File: config.mk
export PLATFORM = sky130hd
export DESIGN_NAME = ctos_ram
export DESIGN_NICKNAME = d
export VERILOG_FILES = /design/src/ctos_ram.sv
export SDC_FILE = /design/constraint.sdc
export NUM_CORES = 1
export LEC_CHECK = 0
export ABC_AREA = 1
export BUFFER_PORTS_ARGS = -buffer_cell sky130_fd_sc_hd__buf_4
export CELL_PAD_IN_SITES_DETAIL_PLACEMENT = 2
export CELL_PAD_IN_SITES_GLOBAL_PLACEMENT = 2
export CORE_MARGIN = 2
export CORE_UTILIZATION = 43
export DETAILED_ROUTE_END_ITERATION = 10
export GPL_TIMING_DRIVEN = 0
export PLACE_DENSITY = 0.81
export SETUP_SLACK_MARGIN = 0.1
export SLEW_MARGIN = 0
export SYNTH_ARGS = -nofsm -noshare
export SYNTH_HDL_FRONTEND = slang
export SYNTH_SLANG_ARGS = --single-unit
File: constraint.sdc
create_clock -name clock -period 3.75 [get_ports clock]
set_input_delay 0.75 -clock clock [delete_from_list [all_inputs] [get_ports clock]]
set_output_delay 0.75 -clock clock [all_outputs]
set_load 0.02 [all_outputs]
File: src/ctos_ram.sv
`timescale 1ns / 1ps
// ----------------------------------------------------------------------------
// ctos_ram
// Generic single-write, single-read RAM with registered read data.
// ----------------------------------------------------------------------------
module ctos_ram #(
   parameter int WIDTH = 8,
   parameter int DEPTH = 16
) (
   input  logic                     clock,
   input  logic                     wr_en,
   input  logic [$clog2(DEPTH)-1:0] wr_addr,
   input  logic [WIDTH-1:0]         wr_data,
   input  logic [$clog2(DEPTH)-1:0] rd_addr,
   output logic [WIDTH-1:0]         rd_data
);

   logic [WIDTH-1:0] mem [DEPTH];

   // write port and registered read port
   always_ff @(posedge clock) begin
      if (wr_en) begin
         mem[wr_addr] <= wr_data;
      end
      rd_data <= mem[rd_addr];
   end

endmodule

==> reports/qor.txt, run 1 <==
# DRC: 0
setup tns final: 0 ps
Initial Utilization: 0.437
die footprint: 0.0144 mm^2
Critical Path Sink Type: flip-flop
Die Ht: 120 um
Syn Area/Cell: 10.5 um^2
Max Root-Sink Buffers: 2
initial antenna violation count: 0
Max Slew Vio Count: 0
critical path class: in2reg
wire per inst: 24.2 um
register area share after synthesis: 0.694
Clk pwr share: 0.450
share of cells above drive strength 1: 0.129
GRT Total Usage: 0.283
final period utilization: 0.537
synth unique cells: 12
DRT antenna net count: 0
final std cells w/o fill: 781
setup bufs post-CTS: 0
largest area contributor in the netlist: edfxtp_1
Max-Cap Viols: 0
Routed WL: 18900 um
maximum vdd drop: 0.000377 V
ANT cells: 0
Final nets: 610
Layout Skew: 6.36 ps
sequential fraction of design power: 0.476
slew margin rel.: 0.211
post-synth top area share: 0.667
Yosys reg bits: 136
global-route wire length before repair: 28500 um
Post-Synthesis Cells: 551
DRT iter0 DRCs: 277
Reg area: 0.00400 mm^2
Yosys Warn Count: 0
largest net degree at the start of global routing: 17
worst hold path class: in2reg
Synth Net Count: 569
Resize count post-CTS: 0
vias after detailed routing: 4153
H-tree levels: 4
num rows: 42
Fin. Hold Viols: 0
RD Place Congestion: 0.781
DP Wirelength: 12000 um
filler instances: 1333
CTS Hold Bufs: 0
CP Launch Type: input pin
# port buffers: 22
R2R setup slack: 2600 ps
switch share: 0.239
drt via density: 5.32
core area: 0.0132 mm^2
Setup violations, final: 0
min cycle time layout: 2010 ps
RSZ-0062 raised after global routing: no
clock sinks: 136
clk slew on worst S/H paths: 60 ps
top post-synthesis cells by area: edfxtp_1, nand2_1, nand3_1
post-placement cell count: 749
PwrDens: 535 mW/mm^2
crit path max fanout: 8
drt pass-1 iters: 4
Sw Pwr: 858 uW
Worst Path Arrival: 2050 ps
transition time at the pin with the least slew margin: 1180 ps
combinational power share: 0.074
WP data required: 3790 ps
Leakage Power: 2.90 nW
fmax: 497 MHz
vias in the first global route: 4706
CTS tree: done
GR Overflow Total: 0
total CTS buffers: 17
mapped cell area: 0.00577 mm^2
I/O pin count: 26
Die Span X: 120 um
area grow syn2layout: 16.6%
Worst-Skew Late Latency: 430 ps
clk root buf: clkbuf_16
Multi-input gate area: 0.00121 mm^2
status: finished clean
Cell Int Power: 2.74 mW
## critical path: stages
cell and delay (ps):
buf_4 120, nand3b_1 240, nor2_1 930
## synthesized netlist by cell type, drive strengths merged
cell type / count
nand2: 173
edfxtp: 128
inv: 102
nand3: 97
buf: 24
nor2: 17
dfxtp: 8
nand3b: 2
## worst paths after layout
| path | cells after the start | startpoint | endpoint |
|---|---|---|---|
| min reg2reg | 6 | mem[6][1] | rd_data[1] |
| max reg2reg | 6 | mem[10][3] | rd_data[3] |
| max | 3 | wr_addr[2] | mem[9][6] |
| min | 1 | wr_data[2] | mem[3][2] |
## logic make-up (layout without fill, tap and decap cells)
group / Yosys count / in the layout / synth area share
buf+inv: 126 / 180 / 0.0952
flops: 136 / 136 / 0.694
simple gates: 289 / 289 / 0.210
## area by class of cell
cell class                      count  share of cell area
Sequential cell                   136               0.596
Multi-Input combinational cell    289               0.181
Clock buffer                       21              0.0700
Inverter                          102              0.0570
Tap cell                          176              0.0328
Buffer                             24              0.0248
Timing Repair Buffer               22              0.0246
Clock inverter                     11              0.0147
## placed cells by master (no fill, tap or decap), drive strengths merged
| cell | count |
|---|---|
| buf | 46 |
| bufinv | 1 |
| clkbuf | 21 |
| clkinv | 7 |
| clkinvlp | 3 |
| dfxtp | 8 |
| edfxtp | 128 |
| inv | 102 |
| nand2 | 173 |
| nand3 | 97 |
| nand3b | 2 |
| nor2 | 17 |
## metrics by stage
stage                     setup slack [ps]  cell area, um^2  hold slack, ps  power (mW)   util
after detailed placement              1410             6150             709        2.00  0.466
final                                 1740             6720             665        3.59  0.510
after CTS                             1860             6720             655        3.61  0.510
after global placement                1480             6150             682        1.98  0.466
after global routing                  1680             6720             680        3.68  0.510
after floorplan                       2050             5770             607        1.87      -
## per-layer routing
| layer | vias to the layer above | share of wire | GRT usage |
|---|---|---|---|
| met5 | - | 0 | 0 |
| met4 | 0 | 0.029 | 0.120 |
| met3 | 37 | 0.052 | 0.0561 |
| met2 | 127 | 0.50 | 0.483 |
| met1 | 2132 | 0.42 | 0.351 |
| li1 | 1857 | - | - |
## state kept, by name, summed over array words and instances, names as in the netlist
name,cells
mem,128
rd_data,8
## power groups by stage
stage	combinational [mW]	clock, mW	sequential, mW
after floorplan	0.120	0	1.75
after global placement	0.244	0	1.74
after detailed placement	0.258	0	1.74
after CTS	0.266	1.63	1.71
after global routing	0.287	1.68	1.71
final	0.266	1.62	1.71
No activity file was read; power rests on OpenSTA's default activity.
==> run 2: changes to the inputs <==
- CORE_UTILIZATION: 43 -> 40
- PLACE_DENSITY: 0.81 -> 0.76
- clock period: 3.75 -> 2 ns (I/O delays scaled with it)
==> run 2 against run 1 <==
Total power up 99%. Non-clock buffer count unchanged. Register-to-register slack worse by 1700 ps. Hold slack worse by 350 ps. Clock skew down 1.7 ps. Critical endpoint is now mem[4][7].
==> reports/qor.txt, run 2 (synthesis results as in run 1) <==
global-route wire length before repair: 27700 um (was 28500 um)
GRT Total Usage: 0.262 (was 0.283)
ANT cells: 0 (unchanged)
Placed Area: 0.00616 mm^2 (was 0.00615 mm^2)
I/O pin count: 26 (unchanged)
Biggest register: mem (unchanged)
fin area: 0.00681 mm^2 (was 0.00672 mm^2)
maximum vdd drop: 0.000824 V (was 0.000377 V)
Die Ht: 124 um (was 120 um)
H-tree levels: 4 (unchanged)
Max Root-Sink Buffers: 2 (unchanged)
crit path max fanout: 8 (unchanged)
post-placement cell count: 753 (was 749)
vias after detailed routing: 4060 (was 4153)
total CTS buffers: 17 (unchanged)
Layout Skew: 4.65 ps (was 6.36 ps)
PwrDens: 1050 mW/mm^2 (was 535 mW/mm^2)
Max Slew Vio Count: 0 (unchanged)
Die Span X: 124 um (was 120 um)
largest net degree at the start of global routing: 17 (unchanged)
Fin. Hold Viols: 0 (unchanged)
Final nets: 610 (unchanged)
max reg flops: 128 (unchanged)
RSZ-0062 raised after global routing: no (unchanged)
status: finished clean (unchanged)
CTS Hold Bufs: 0 (unchanged)
min cycle time layout: 1630 ps
Routed WL: 18300 um (was 18900 um)
most frequent cells in the layout: nand2_1, edfxtp_1, inv_1 (unchanged)
num rows: 43 (was 42)
clock sinks: 136 (unchanged)
# DRC: 0 (unchanged)
setup bufs post-CTS: 0 (unchanged)
core area: 0.0140 mm^2 (was 0.0132 mm^2)
# port buffers: 22 (unchanged)
drt via density: 5.17 (was 5.32)
GR Overflow Total: 0 (unchanged)
die footprint: 0.0154 mm^2 (was 0.0144 mm^2)
WP data required: 2040 ps (was 3790 ps)
transition time at the pin with the least slew margin: 1130 ps (was 1180 ps)
initial antenna violation count: 0 (unchanged)
vias in the first global route: 4515 (was 4706)
share of cells above drive strength 1: 0.127 (was 0.129)
clk root buf: clkbuf_16 (unchanged)
area grow syn2layout: 18.1% (was 16.6%)
DRT iter0 DRCs: 287 (was 277)
slew margin rel.: 0.246 (was 0.211)
final std cells w/o fill: 785 (was 781)
worst hold path class: in2reg (unchanged)
Initial Utilization: 0.412 (was 0.437)
wire per inst: 23.3 um (was 24.2 um)
Resize count post-CTS: 0 (unchanged)
most common cell after layout, fill and taps aside: nand2_1 (unchanged)
Worst Path Arrival: 1670 ps (was 2050 ps)
Max-Cap Viols: 0 (unchanged)
RD Place Congestion: 0.822 (was 0.781)
CTS tree: done (unchanged)
CP Launch Type: input pin (unchanged)
Final WS setup: 370 ps (was 1740 ps)
clk slew on worst S/H paths: 60 ps (about the same)
fmax: 614 MHz
Setup violations, final: 0 (unchanged)
DP Wirelength: 12200 um (was 12000 um)
Hold WS: 315 ps (was 665 ps)
Worst-Skew Late Latency: 430 ps (about the same)
Leakage Power: 2.94 nW (was 2.90 nW)
Place WS: -78.5 ps (was 1410 ps)
DRT antenna net count: 0 (unchanged)
Critical Path Sink Type: flip-flop (unchanged)
top flop regs: mem x128, rd_data x8 (unchanged)
drt pass-1 iters: 5 (was 4)
final period utilization: 0.815
critical path class: in2reg (unchanged)
setup tns final: 0 ps (unchanged)
## run 2: cell types whose count changed in the layout (fill, tap and decap cells not counted)
cell / before / now
bufinv_16: 1 / 5
clkbuf_8: 3 / 2
clkinv_1: 0 / 1
clkinv_2: 4 / 1
clkinv_4: 3 / 1
clkinvlp_4: 3 / 4
## run 2: metrics by stage
step                      power, mW  utilization
final                          7.16        0.487
after global routing           7.34        0.487
after CTS                      7.19        0.487
after detailed placement       3.75        0.440
after global placement         3.72        0.440
after floorplan                3.51            -
## run 2: cell type report
class | instances | area (um^2)
fill | 1439 | 7180
clock buffer | 20 | 457
tap | 180 | 225
buffer | 24 | 166
multi-input combinational | 289 | 1210
sequential | 136 | 4000
timing repair buffer | 22 | 165
clock inverter | 12 | 198
inverter | 102 | 383
## run 2: worst max-delay path: stages
cell and delay [ps]:
buf_4 120, nand3b_1 250, nor2_1 900
## run 2: layer usage
layer / GRT usage / wire (um)
met5: 0 / 0
met4: 0.106 / 429
met3: 0.0430 / 791
met2: 0.420 / 8860
met1: 0.357 / 8200
## run 2: where the power goes
part / switching, mW / leakage (nW) / total [mW] / internal (mW)
sequential: 0.0202 / 1.22 / 3.21 / 3.19
clock: 1.20 / 0.306 / 3.47 / 2.27
combinational: 0.344 / 1.41 / 0.485 / 0.141
## run 2: path summary, 6_finish.rpt
| check | slack (ps) | start | cells after the start | end |
|---|---|---|---|---|
| setup reg to reg | 890 | mem[15][0] | 6 | rd_data[0] |
| hold / removal | 310 | wr_data[6] | 1 | mem[3][6] |
| hold reg to reg | 700 | mem[5][1] | 6 | rd_data[1] |
| setup / recovery | 370 | wr_addr[3] | 3 | mem[4][7] |
