File: src/ctos_pkg.sv
`timescale 1ns / 1ps
// ----------------------------------------------------------------------------
// ctos_pkg
// Shared types, constants and helpers for the center-out tile scheduler.
// ----------------------------------------------------------------------------
package ctos_pkg;

   // sizes
   localparam int MAX_TILES = 1024;
   localparam int MAX_DIM   = 8192;
   localparam int DIM_W     = 14;
   localparam int COORD_W   = 13;
   localparam int SPP_W     = 16;
   localparam int IDX_W     = $clog2(MAX_TILES);
   localparam int CNT_W     = IDX_W + 1;
   localparam int MUL_W     = 16;
   localparam int PROD_W    = 2 * MUL_W;
   localparam int SQ_W      = 28;
   localparam int KEY_W     = SQ_W + 1;
   localparam int TOTAL_W   = 28;
   localparam int CSR_IDX_W = 3;
   localparam int CSR_DAT_W = 16;

   typedef enum logic [0:0] {
      OP_BUILD = 1'b0,
      OP_READ  = 1'b1
   } op_type;

   typedef enum logic [1:0] {
      STATUS_OK       = 2'd0,
      STATUS_OVERFLOW = 2'd1,
      STATUS_RANGE    = 2'd2
   } status_type;

   typedef enum logic [CSR_IDX_W-1:0] {
      REG_FRAME_WIDTH  = 3'd0,
      REG_FRAME_HEIGHT = 3'd1,
      REG_TILE_WIDTH   = 3'd2,
      REG_TILE_HEIGHT  = 3'd3,
      REG_SAMPLES      = 3'd4
   } reg_index_type;

   typedef enum logic [3:0] {
      S_IDLE,
      S_RD,
      S_DIVX_GO,
      S_DIVX_WAIT,
      S_DIVY_GO,
      S_DIVY_WAIT,
      S_MUL,
      S_TOTAL,
      S_SEG,
      S_KEY_DX,
      S_KEY_DY,
      S_KEY_SUM,
      S_INS_RD,
      S_INS_CMP,
      S_INS_PUT,
      S_NEXT
   } state_type;

   typedef enum logic [1:0] {
      SEG_FULL,
      SEG_BOTTOM,
      SEG_RIGHT,
      SEG_CORNER
   } seg_type;

   typedef struct packed {
      logic             operation;
      logic [IDX_W-1:0] tile_index;
   } req_type;

   typedef struct packed {
      logic [COORD_W-1:0] start_x;
      logic [COORD_W-1:0] start_y;
      logic [DIM_W-1:0]   span_w;
      logic [DIM_W-1:0]   span_h;
      logic [SPP_W-1:0]   tile_samples;
      logic [CNT_W-1:0]   tile_total;
      status_type         status;
   } rsp_type;

   typedef struct packed {
      logic [DIM_W-1:0]   span_h;
      logic [DIM_W-1:0]   span_w;
      logic [COORD_W-1:0] start_y;
      logic [COORD_W-1:0] start_x;
   } tile_type;

   typedef struct packed {
      logic             done;
      logic [DIM_W-1:0] quotient;
      logic [DIM_W-1:0] remainder;
   } div_res_type;

   // clamp a dimension register to 1..MAX_DIM
   function automatic logic [DIM_W-1:0] clamp_dim(input logic [DIM_W-1:0] v);
      logic [DIM_W-1:0] r;
      r = v;
      if (v == '0) r = DIM_W'(1);
      else if (v > DIM_W'(MAX_DIM)) r = DIM_W'(MAX_DIM);
      return r;
   endfunction

endpackage

File: src/ctos_div.sv
`timescale 1ns / 1ps
// ----------------------------------------------------------------------------
// ctos_div
// Restoring divider, one quotient bit per cycle, quotient and remainder out.
// ----------------------------------------------------------------------------
module ctos_div (
   input  logic                           clock,
   input  logic                           reset,
   input  logic                           start,
   input  logic [ctos_pkg::DIM_W-1:0]     dividend,
   input  logic [ctos_pkg::DIM_W-1:0]     divisor,
   output ctos_pkg::div_res_type          res
);

   localparam int CNT_BITS = $clog2(ctos_pkg::DIM_W + 1);

   logic                       busy_ff, busy_in;
   logic [CNT_BITS-1:0]        cnt_ff, cnt_in;
   logic [ctos_pkg::DIM_W-1:0] rem_ff, rem_in;
   logic [ctos_pkg::DIM_W-1:0] quo_ff, quo_in;
   logic [ctos_pkg::DIM_W-1:0] dsr_ff, dsr_in;
   logic [ctos_pkg::DIM_W:0]   shifted;
   logic [ctos_pkg::DIM_W:0]   diff;
   logic                       ge;

   // one trial subtraction per cycle
   always_comb begin
      shifted = {rem_ff, quo_ff[ctos_pkg::DIM_W-1]};
      ge      = shifted >= {1'b0, dsr_ff};
      diff    = shifted - {1'b0, dsr_ff};
      busy_in = busy_ff;
      cnt_in  = cnt_ff;
      rem_in  = rem_ff;
      quo_in  = quo_ff;
      dsr_in  = dsr_ff;
      if (start) begin
         busy_in = 1'b1;
         cnt_in  = CNT_BITS'(ctos_pkg::DIM_W);
         rem_in  = '0;
         quo_in  = dividend;
         dsr_in  = divisor;
      end else if (busy_ff && cnt_ff != '0) begin
         cnt_in = cnt_ff - CNT_BITS'(1);
         rem_in = ge ? diff[ctos_pkg::DIM_W-1:0] : shifted[ctos_pkg::DIM_W-1:0];
         quo_in = {quo_ff[ctos_pkg::DIM_W-2:0], ge};
      end else if (busy_ff) begin
         busy_in = 1'b0;
      end
   end

   // control state
   always_ff @(posedge clock) begin
      if (reset) begin
         busy_ff <= 1'b0;
         cnt_ff  <= '0;
      end else begin
         busy_ff <= busy_in;
         cnt_ff  <= cnt_in;
      end
   end

   // datapath
   always_ff @(posedge clock) begin
      rem_ff <= rem_in;
      quo_ff <= quo_in;
      dsr_ff <= dsr_in;
   end

   assign res.done      = busy_ff && (cnt_ff == '0);
   assign res.quotient  = quo_ff;
   assign res.remainder = rem_ff;

endmodule
File: config.mk
export PLATFORM = sky130hd
export DESIGN_NAME = ctos_div
export DESIGN_NICKNAME = d
export VERILOG_FILES = /design/src/ctos_pkg.sv /design/src/ctos_div.sv
export SDC_FILE = /design/constraint.sdc
export NUM_CORES = 1
export LEC_CHECK = 0
export ABC_AREA = 1
export BUFFER_PORTS_ARGS = -buffer_cell sky130_fd_sc_hd__buf_2
export CAP_MARGIN = 40
export CORE_ASPECT_RATIO = 0.5
export CORE_MARGIN = 2
export CORE_UTILIZATION = 35
export CTS_BUF_LIST = sky130_fd_sc_hd__clkbuf_8
export CTS_CLUSTER_DIAMETER = 200
export CTS_CLUSTER_SIZE = 24
export DETAILED_ROUTE_END_ITERATION = 10
export PLACE_DENSITY = 0.58
export SYNTH_ARGS = -nofsm -noshare
export SYNTH_HDL_FRONTEND = slang
export SYNTH_SLANG_ARGS = --single-unit
File: constraint.sdc
create_clock -name clock -period 1.7 [get_ports clock]
set_input_delay 0.34 -clock clock [delete_from_list [all_inputs] [get_ports clock]]
set_output_delay 0.34 -clock clock [all_outputs]
set_load 0.01 [all_outputs]
==> flow_metrics.env, run 1 <==
export IMPL_status="finished with violations"
export IMPL_violations="setup timing"
export IMPL_critPathRequiredTime_ps=1920
export IMPL_cts_hold_buf=0
export IMPL_h_tree_depth=2
export IMPL_synth_edf_count=28
export IMPL_gp_congestion=0.885
export IMPL_ys_types=38
export IMPL_clk_path_buf_depth=2
export IMPL_totalWireLength_um=7850
export IMPL_final_nets=551
export IMPL_ys_seq_area_share_pct=39.3
export IMPL_ant_nets=0
export IMPL_initial_core_util_pct=35.8
export IMPL_vdd_drop_max_v=0.000393
export IMPL_critPathCaptureType="register"
export IMPL_wl_met3_um=426
export IMPL_placed_cell_area_mm2=0.00405
export IMPL_skew_ps=10.1
export IMPL_path_max_fanout=3
export IMPL_hold_violations=0
export IMPL_cts_tree="done"
export IMPL_drv_cap=0
export IMPL_clk_latency_ps=320
export IMPL_antenna_found_initial=0
export IMPL_die_width_um=137
export IMPL_synth_area_leaders="edfxtp_1, dfxtp_1, nand2_1, inv_1, ha_1"
export IMPL_antennaDiodeCount=0
export IMPL_n_fill_cell=809
export IMPL_syn2layout_area_growth_pct=48.9
export IMPL_yosys_top_cells_count="nand2_1, inv_1, edfxtp_1"
export IMPL_viasPerCell=4.45
export IMPL_async_reset_ff_share_pct=0
export IMPL_syn_cell_area_mm2=0.00311
export IMPL_slowest_stage="edfxtp_1"
export IMPL_dp_hpwl_um=5900
export IMPL_grt_usage_pct=17.2
export IMPL_drive_gt1_share_pct=55.2
export IMPL_path_cells="inv_2 -> ha_4 -> inv_2 -> fa_2 -> buf_4 -> buf_6 -> nand3_4 -> nand3_1 -> nand2_1 -> nand3_2 -> nand3_2 -> nand2_1"
export IMPL_numCtsBuffers=5
export IMPL_multiInputGateArea_mm2=0.00196
export IMPL_worstPathArrival_ps=2120
export IMPL_grt_overflow=0
export IMPL_numPortBuffers=59
export IMPL_synth_nets=417
export IMPL_fp_dieH_um=70.6
export IMPL_pin_count=60
export IMPL_fmax_ghz=0.526
export IMPL_hold_path_class="in2reg"
export IMPL_grt_setup_unrepaired="true"
export IMPL_wire_per_inst_um=12.6
export IMPL_power_density_mw_per_mm2=594
export IMPL_max_stage_delay_ps=440
export IMPL_top_layer_used="met4"
export IMPL_root_buffer="clkbuf_8"
export IMPL_p_total_mw=2.75
export IMPL_synth_avg_cell_area_um2=8.43
export IMPL_drt_pass1_iter_count=4
export IMPL_stdcell_area_mm2=0.00463
export IMPL_worst_slack_ps=-202
export IMPL_grt_max_degree=21
export IMPL_die_area_mm2=0.00970
export IMPL_m1WireLength_um=3990
export IMPL_coreArea_mm2=0.00868
export IMPL_synth_top_cell_area_share_pct=27.0
export IMPL_post_route_util_pct=53.3
export IMPL_yosys_area_top_type="edfxtp_1"
export IMPL_criticalPathCategory="reg2reg"
export IMPL_setup_viol=15
export IMPL_initialDrtViolationCount=119
export IMPL_ys_ff_latch=47
export IMPL_cp_num_buf_inv=4
export IMPL_yosysWarnings=0
export IMPL_period_needed_ps=1900
export IMPL_worstMarginPinSlew_ps=450
export IMPL_syn_inst=369
export IMPL_cp_top_family="adder cells"
export IMPL_clkTransAtPathRegs_ps=100
export IMPL_grt_pass1_wl_um=12900
export IMPL_drc_errors=0
export IMPL_first_global_vias=2708
export IMPL_synth_ff_type="edfxtp_1"
export IMPL_leakage_nw=2.27
export IMPL_wl_met2_um=3380
export IMPL_startpoint_type="register"
export IMPL_clock_sinks=47
export IMPL_yosysMostFrequentCell="nand2_1"
export IMPL_ff_latch_area_mm2=0.00122
export IMPL_vias=2766
export IMPL_maxSlewHeadroom_pct=70.0
export IMPL_slew_violations=0
export IMPL_row_count=24
export IMPL_finalCritPeriodShare_pct=112
-- layout make-up --
class	instances	area share, %
multi-input combinational	242	42.4
sequential	47	26.4
timing repair buffer	136	20.4
inverter	71	5.81
tap	117	3.16
clock buffer	5	1.49
clock inverter	3	0.432
-- report_power, final --
part           internal [mW]  leakage (nW)  switching (mW)
Combinational          0.354          1.79           0.358
Clock                  0.290        0.0460           0.416
Sequential              1.29         0.432          0.0365
Total                   1.94          2.27           0.810
-- final timing paths --
path | startpoint | endpoint | slack [ps] | depth (start not counted)
max | quo_ff[13]$_DFFE_PP_ | rem_ff[10]$_SDFFE_PP0P_ | -200 | 12
min | divisor[4] | dsr_ff[4]$_DFFE_PP_ | 190 | 1
max reg2reg | quo_ff[13]$_DFFE_PP_ | rem_ff[10]$_SDFFE_PP0P_ | -200 | 12
min reg2reg | cnt_ff[0]$_SDFFE_PP0P_ | cnt_ff[0]$_SDFFE_PP0P_ | 480 | 2
-- layout by cell type, fill, tap and decap left out, types with 2 or more instances in the layout --
master,instances
nand3b_1,7
edfxtp_1,28
buf_12,4
inv_1,49
a21oi_2,2
nor2_2,4
o21ai_1,3
clkbuf_8,5
buf_6,5
nand3_2,24
nor2_1,13
xnor2_1,3
mux2_2,13
buf_2,59
o21ai_2,2
inv_2,22
nand2_4,8
xnor2_2,2
o31ai_1,2
nand3_1,12
buf_4,68
nor2_4,7
a21oi_1,6
nand2_1,72
nand4_1,5
nand2_2,23
ha_4,14
dfxtp_1,18
nand3_4,6
-- layer usage --
metal,vias up,track usage (%)
met5,-,0
met4,0,3.89
met3,5,4.66
met2,56,26.3
met1,1255,24.5
li1,1450,-
-- registers in the layout, summed over array words and instances (netlist names) --
signal   flops
busy_ff      1
dsr_ff      14
quo_ff      14
rem_ff      14
cnt_ff       4
-- stage by stage --
| step | worst slack [ps] | hold slack (ps) | cells | setup TNS [ps] |
|---|---|---|---|---|
| final | -202 | 190 | 621 | -1570 |
| after floorplan | -98.5 | 412 | 369 | -274 |
| after global placement | -188 | 489 | 598 | -1760 |
| after detailed placement | -194 | 480 | 598 | -2020 |
| after global routing | -313 | 166 | 621 | -3210 |
| after CTS | -160 | 179 | 613 | -1510 |
-- logic make-up after synthesis --
kind of cell	Yosys count	synth area share, %
and+or+nand+nor	185	31.4
buffers and inverters	80	11.2
DFF	47	39.3
AOI/OAI and AO/OA	20	4.27
adders and majority gates	17	7.08
muxes	14	5.07
xor gates and xnor gates	6	1.69
-- worst register-to-register path: cells and delay by family, from the launching register on --
family                   cells  cell delay (ps)
adder cells (fa/ha/maj)      2              500
buffers and inverters        4              450
flip-flops                   1              440
AND/OR/NAND/NOR              6              420
-- timing repair --
action / in CTS / in global routing
buffers inserted: 7 / 9
endpoints found under the setup margin: 15 / 33
pin swaps: 7 / 29
gates resized for setup: 21 / 64
No activity file was read; power rests on OpenSTA's default activity.
==> run 2, diff against run 1 <==
--- a/config.mk
+++ b/config.mk
@@ -17,3 +17,2 @@
 export DETAILED_ROUTE_END_ITERATION = 10
-export PLACE_DENSITY = 0.58
 export SYNTH_ARGS = -nofsm -noshare
--- a/constraint.sdc
+++ b/constraint.sdc
@@ -3,2 +3,2 @@
 set_output_delay 0.34 -clock clock [all_outputs]
-set_load 0.01 [all_outputs]
+set_load 0.1 [all_outputs]
==> run 2 against run 1 <==
Compared with the run above:
- final cell count did not move
- the run still ends with setup timing left
- combinational power up 39%
- via count increased by 4.3%
- final area up 2.3%
- utilization is 1.2 points higher
- wire length is 9.0% higher
==> flow_metrics.env, run 2 (same netlist as run 1, synthesis figures left out) <==
export IMPL_status="finished with violations"
export IMPL_violations="setup timing"
export IMPL_cts_tree="done"
export IMPL_cp_num_buf_inv=2
export IMPL_wire_per_inst_um=13.8
export IMPL_stdcell_area_mm2=0.00474
export IMPL_numCtsBuffers=5
export IMPL_clock_sinks=47
export IMPL_numPortBuffers=59
export IMPL_totalWireLength_um=8550
export IMPL_ff_latch_area_mm2=0.00124
export IMPL_skew_ps=8.39
export IMPL_comb_power_share_pct=32.6
export IMPL_instances_no_fill=621
export IMPL_vdd_drop_max_v=0.000500
export IMPL_cp_top_family="simple AND/OR/NAND/NOR gates"
export IMPL_fmax_ghz=0.535
export IMPL_largestRegisters="dsr_ff: 14 flops, quo_ff: 14 flops, rem_ff: 14 flops"
export IMPL_pin_count=60
export IMPL_ant_nets=0
export IMPL_hold_violations=0
export IMPL_sw_frac_of_total_pct=36.0
export IMPL_finalCritPeriodShare_pct=110
export IMPL_dp_hpwl_um=6140
export IMPL_critPathRequiredTime_ps=1770
export IMPL_period_needed_ps=1870
export IMPL_setup_viol=15
export IMPL_hold_path_class="in2reg"
export IMPL_antenna_found_initial=0
export IMPL_fp_dieH_um=70.6
export IMPL_syn2layout_area_growth_pct=52.3
export IMPL_drv_cap=0
export IMPL_worst_slack_ps=-168
export IMPL_grt_pass1_wl_um=13800
export IMPL_whs_ps=195
export IMPL_leakage_nw=2.29
export IMPL_viasPerCell=4.65
export IMPL_busiest_layer="met2"
export IMPL_vias=2885
export IMPL_grt_overflow=0
export IMPL_grt_max_degree=22
export IMPL_die_width_um=137
export IMPL_clkTransAtPathRegs_ps=100
export IMPL_placed_cell_area_mm2=0.00408
export IMPL_p_switching_mw=1.09
export IMPL_post_route_util_pct=54.6
export IMPL_die_area_mm2=0.00970
export IMPL_initial_core_util_pct=35.8
export IMPL_cp_common_cell="nand2_1"
export IMPL_cts_hold_buf=0
export IMPL_clk_latency_ps=310
export IMPL_multiInputGateArea_mm2=0.00201
export IMPL_slowest_stage="edfxtp_1"
export IMPL_worstPathArrival_ps=1930
export IMPL_grt_util_met1_pct=24.4
export IMPL_drt_pass1_iter_count=4
export IMPL_place_ws_ps=-206
export IMPL_n_fill_cell=779
export IMPL_criticalPathCategory="reg2reg"
export IMPL_first_global_vias=2876
export IMPL_drc_errors=0
export IMPL_path_cells="inv_2 -> ha_4 -> nand2_2 -> nand2_1 -> nand2_1 -> nand2_1 -> inv_1 -> nand2_2 -> nand2_4 -> nand3_4 -> mux2_4"
export IMPL_power_frac_seq_pct=44.0
export IMPL_drive_gt1_share_pct=60.3
export IMPL_startpoint_type="register"
export IMPL_initialDrtViolationCount=154
export IMPL_maxSlewHeadroom_pct=66.7
export IMPL_internal_power_mw=1.94
export IMPL_slew_violations=0
export IMPL_pwr_share_clk_pct=23.4
export IMPL_root_buffer="clkbuf_8"
export IMPL_grt_usage_pct=18.3
export IMPL_max_stage_delay_ps=390
export IMPL_place_inst=599
export IMPL_clk_path_buf_depth=2
export IMPL_antennaDiodeCount=0
export IMPL_path_max_fanout=8
export IMPL_final_cell_mix="nand2_1, buf_4, buf_2"
export IMPL_final_nets=551
export IMPL_gp_congestion=0.854
export IMPL_critPathCaptureType="register"
export IMPL_use_met3_pct=4.95
export IMPL_h_tree_depth=2
export IMPL_final_common_cell="nand2_1"
export IMPL_coreArea_mm2=0.00868
export IMPL_worstMarginPinSlew_ps=502
export IMPL_grt_setup_unrepaired="true"
export IMPL_row_count=24
export IMPL_grt_use_met2_pct=29.9
export IMPL_power_density_mw_per_mm2=640
run 2: cell count changes in the layout (fill, tap and decap cells not counted), moves of 2 or more:
cell / change
a21oi_1: -2
buf_4: -4
buf_6: +3
dfxtp_1: -13
dfxtp_2: +13
ha_4: +2
inv_1: -6
inv_2: +6
nand2_1: -3
nand2_2: +3
nand3_2: +2
run 2: repair_timing:
action	4_1_cts	5_1_grt
resized for setup	64	36
pin swaps	34	29
endpoints found under the setup margin	16	16
setup buffers	11	4
gates cloned	0	1
hold endpoints to repair	0	0
run 2: area by class of cell:
class,count,area share [%]
Sequential cell,47,26.2
Multi-Input combinational cell,242,42.4
Clock inverter,3,0.423
Clock buffer,5,1.45
Timing Repair Buffer,136,20.8
Tap cell,117,3.09
Inverter,71,5.68
run 2: worst register-to-register path, delay by kind of cell, from the launching register on:
family,cells,cell delay [ps]
and+or+nand+nor,7,580
muxes,1,310
buffers and inverters,2,150
adders and majority gates,1,210
DFF,1,390
run 2: path summary, 6_finish.rpt:
kind                           from                     end  slack [ps]  cells after the start
max             dsr_ff[4]$_DFFE_PP_     quo_ff[0]$_DFFE_PP_        -170                     11
max reg2reg     dsr_ff[4]$_DFFE_PP_     quo_ff[0]$_DFFE_PP_        -170                     11
min                     divisor[13]    dsr_ff[13]$_DFFE_PP_         200                      1
min reg2reg  rem_ff[7]$_SDFFE_PP0P_  rem_ff[7]$_SDFFE_PP0P_         490                      2
run 2: per-layer routing:
metal	up-vias	part of all wire, %
li1	1455	-
met1	1354	47
met2	65	46
met3	11	6.0
met4	0	1.2
met5	-	0
run 2: per-stage QoR:
stage | total power, mW | setup TNS [ps]
after floorplan | 1.94 | -8880
after global placement | 2.19 | -2150
after detailed placement | 2.20 | -2700
after CTS | 3.03 | -1470
after global routing | 3.18 | -2860
final | 3.03 | -1250
run 2: power by group through the flow:
stage	combinational, mW	sequential (mW)	clock, mW
2_1_floorplan	0.313	1.63	0
3_3_place_gp	0.839	1.35	0
3_5_place_dp	0.844	1.35	0
4_1_cts	0.947	1.33	0.752
5_1_grt	1.06	1.34	0.784
6_report	0.988	1.33	0.711
==> run 3, diff against run 2 <==
--- a/constraint.sdc
+++ b/constraint.sdc
@@ -3,2 +3,2 @@
 set_output_delay 0.34 -clock clock [all_outputs]
-set_load 0.1 [all_outputs]
+set_load 0.02 [all_outputs]
==> run 3 against run 2 <==
Compared with the run above:
- sequential share of layout area up 1.4 points
- the run still ends with setup timing left
- sequential cell count is the same
- combinational power decreased by 30%
- non-clock buffer count decreased by 15
- first-iteration DRC count is 12% lower
- power shrank 8.7%
==> flow_metrics.env, run 3 (same netlist as run 1, synthesis figures left out) <==
export IMPL_numPortBuffers=59
export IMPL_status="finished with violations"
export IMPL_startpoint_type="register"
export IMPL_critPathRequiredTime_ps=1770
export IMPL_clkTransAtPathRegs_ps=100
export IMPL_multiInputGateArea_mm2=0.00192
export IMPL_drive_gt1_share_pct=56.9
export IMPL_grt_use_met2_pct=26.1
export IMPL_first_global_vias=2743
export IMPL_grt_overflow=0
export IMPL_cp_common_cell="buf_4"
export IMPL_leakage_nw=2.18
export IMPL_busiest_layer="met2"
export IMPL_grt_pass1_wl_um=13200
export IMPL_drc_errors=0
export IMPL_sw_frac_of_total_pct=30.5
export IMPL_vias=2738
export IMPL_final_nets=536
export IMPL_ff_latch_area_mm2=0.00124
export IMPL_grt_setup_unrepaired="true"
export IMPL_cp_top_family="flip-flops"
export IMPL_worstPathArrival_ps=1860
export IMPL_root_buffer="clkbuf_8"
export IMPL_clock_sinks=47
export IMPL_pin_count=60
export IMPL_p_switching_mw=0.843
export IMPL_max_stage_delay_ps=400
export IMPL_initial_core_util_pct=35.8
export IMPL_viasPerCell=4.52
export IMPL_path_max_fanout=4
export IMPL_numCtsBuffers=5
export IMPL_ant_nets=0
export IMPL_clk_latency_ps=310
export IMPL_drv_cap=0
export IMPL_grt_usage_pct=17.6
export IMPL_wire_per_inst_um=13.1
export IMPL_skew_ps=2.69
export IMPL_antennaDiodeCount=0
export IMPL_grt_util_met1_pct=25.0
export IMPL_gp_congestion=0.866
export IMPL_path_cells="inv_2 -> ha_4 -> inv_4 -> buf_4 -> buf_4 -> o21bai_4 -> nor2_4 -> nand3_4 -> mux2_4"
export IMPL_use_met3_pct=4.80
export IMPL_slowest_stage="edfxtp_1"
export IMPL_die_width_um=137
export IMPL_initialDrtViolationCount=135
export IMPL_slew_violations=0
export IMPL_dp_hpwl_um=5980
export IMPL_critPathCaptureType="register"
export IMPL_period_needed_ps=1780
export IMPL_cts_tree="done"
export IMPL_worst_slack_ps=-83.3
export IMPL_largestRegisters="dsr_ff: 14 flops, quo_ff: 14 flops, rem_ff: 14 flops"
export IMPL_finalCritPeriodShare_pct=105
export IMPL_place_inst=589
export IMPL_cp_num_buf_inv=4
export IMPL_h_tree_depth=2
export IMPL_fp_dieH_um=70.6
export IMPL_antenna_found_initial=0
export IMPL_syn2layout_area_growth_pct=44.5
export IMPL_pwr_share_clk_pct=26.8
export IMPL_cts_hold_buf=0
export IMPL_power_density_mw_per_mm2=616
export IMPL_comb_power_share_pct=25.1
export IMPL_fmax_ghz=0.561
export IMPL_final_cell_mix="nand2_1, buf_2, buf_4"
export IMPL_setup_viol=15
export IMPL_drt_pass1_iter_count=4
export IMPL_coreArea_mm2=0.00868
export IMPL_criticalPathCategory="reg2reg"
export IMPL_whs_ps=195
export IMPL_die_area_mm2=0.00970
export IMPL_worstMarginPinSlew_ps=410
export IMPL_grt_max_degree=20
export IMPL_hold_violations=0
export IMPL_n_fill_cell=818
export IMPL_totalWireLength_um=7910
export IMPL_clk_path_buf_depth=2
export IMPL_power_frac_seq_pct=48.1
export IMPL_final_common_cell="nand2_1"
export IMPL_vdd_drop_max_v=0.000343
export IMPL_violations="setup timing"
export IMPL_hold_path_class="in2reg"
export IMPL_row_count=24
export IMPL_maxSlewHeadroom_pct=72.7
export IMPL_internal_power_mw=1.92
export IMPL_instances_no_fill=606
run 3: cell types whose count changed in the layout (fill, tap and decap cells not counted), moves of 3 or more:
cell     previous run  this run
inv_2              28        23
nand3_4             5         2
inv_1              43        47
nand2_4             8         5
buf_4              64        53
dfxtp_2            14        10
nand2_2            26        30
nor2_4              8         5
dfxtp_1             5         8
buf_12              5         1
run 3: layout make-up:
cell class | instances | area share [%]
multi-input cells | 242 | 42.7
clock buffers | 5 | 1.53
flip-flops and latches | 47 | 27.5
clock inverters | 3 | 0.613
inverters | 71 | 5.99
well taps | 117 | 3.26
repair buffers | 121 | 18.3
run 3: final timing paths:
check / startpoint / endpoint / slack (ps) / depth (start not counted)
worst max-delay path: dsr_ff[13]$_DFFE_PP_ / quo_ff[0]$_DFFE_PP_ / -80 / 9
worst min-delay path: divisor[2] / dsr_ff[2]$_DFFE_PP_ / 200 / 1
worst max register to register: dsr_ff[13]$_DFFE_PP_ / quo_ff[0]$_DFFE_PP_ / -80 / 9
worst min register to register: rem_ff[12]$_SDFFE_PP0P_ / rem_ff[12]$_SDFFE_PP0P_ / 490 / 2
run 3: repair_timing:
action / CTS / global route
endpoints found under the setup margin: 15 / 31
pin swaps: 26 / 19
cloned: 0 / 1
setup buffers: 6 / 2
hold endpoints to repair: 0 / 0
gates resized for setup: 61 / 24
run 3: power groups by stage:
stage	Combinational [mW]	Sequential, mW	Clock, mW
CTS	0.663	1.33	0.785
global route	0.760	1.34	0.831
global placement	0.570	1.35	0
finish	0.694	1.33	0.743
detailed placement	0.577	1.35	0
floorplan	0.303	1.40	0
run 3: layer usage:
metal / part of all wire [%] / wire [µm] / up-vias
li1: - / - / 1422
met1: 49 / 3910 / 1246
met2: 43 / 3380 / 57
met3: 5.9 / 465 / 13
met4: 1.9 / 148 / 0
met5: 0 / 0 / -
run 3: worst register-to-register path: stages (launching register included):
cell and delay (ps):
edfxtp_1 400, inv_2 90, ha_4 210, inv_4 60
buf_4 90, buf_4 110, o21bai_4 70, nor2_4 120
nand3_4 110, mux2_4 280
run 3: stage by stage:
step	instance area [µm²]	TNS (ps)	utilization [%]	total power, mW	worst slack, ps
global placement	3970	-1410	45.7	1.92	-121
CTS	4390	-1080	50.6	2.78	-128
detailed placement	3970	-1790	45.7	1.93	-148
floorplan	3200	-705	-	1.70	-171
global route	4490	-2600	51.8	2.93	-241
finish	4490	-790	51.8	2.77	-83.3
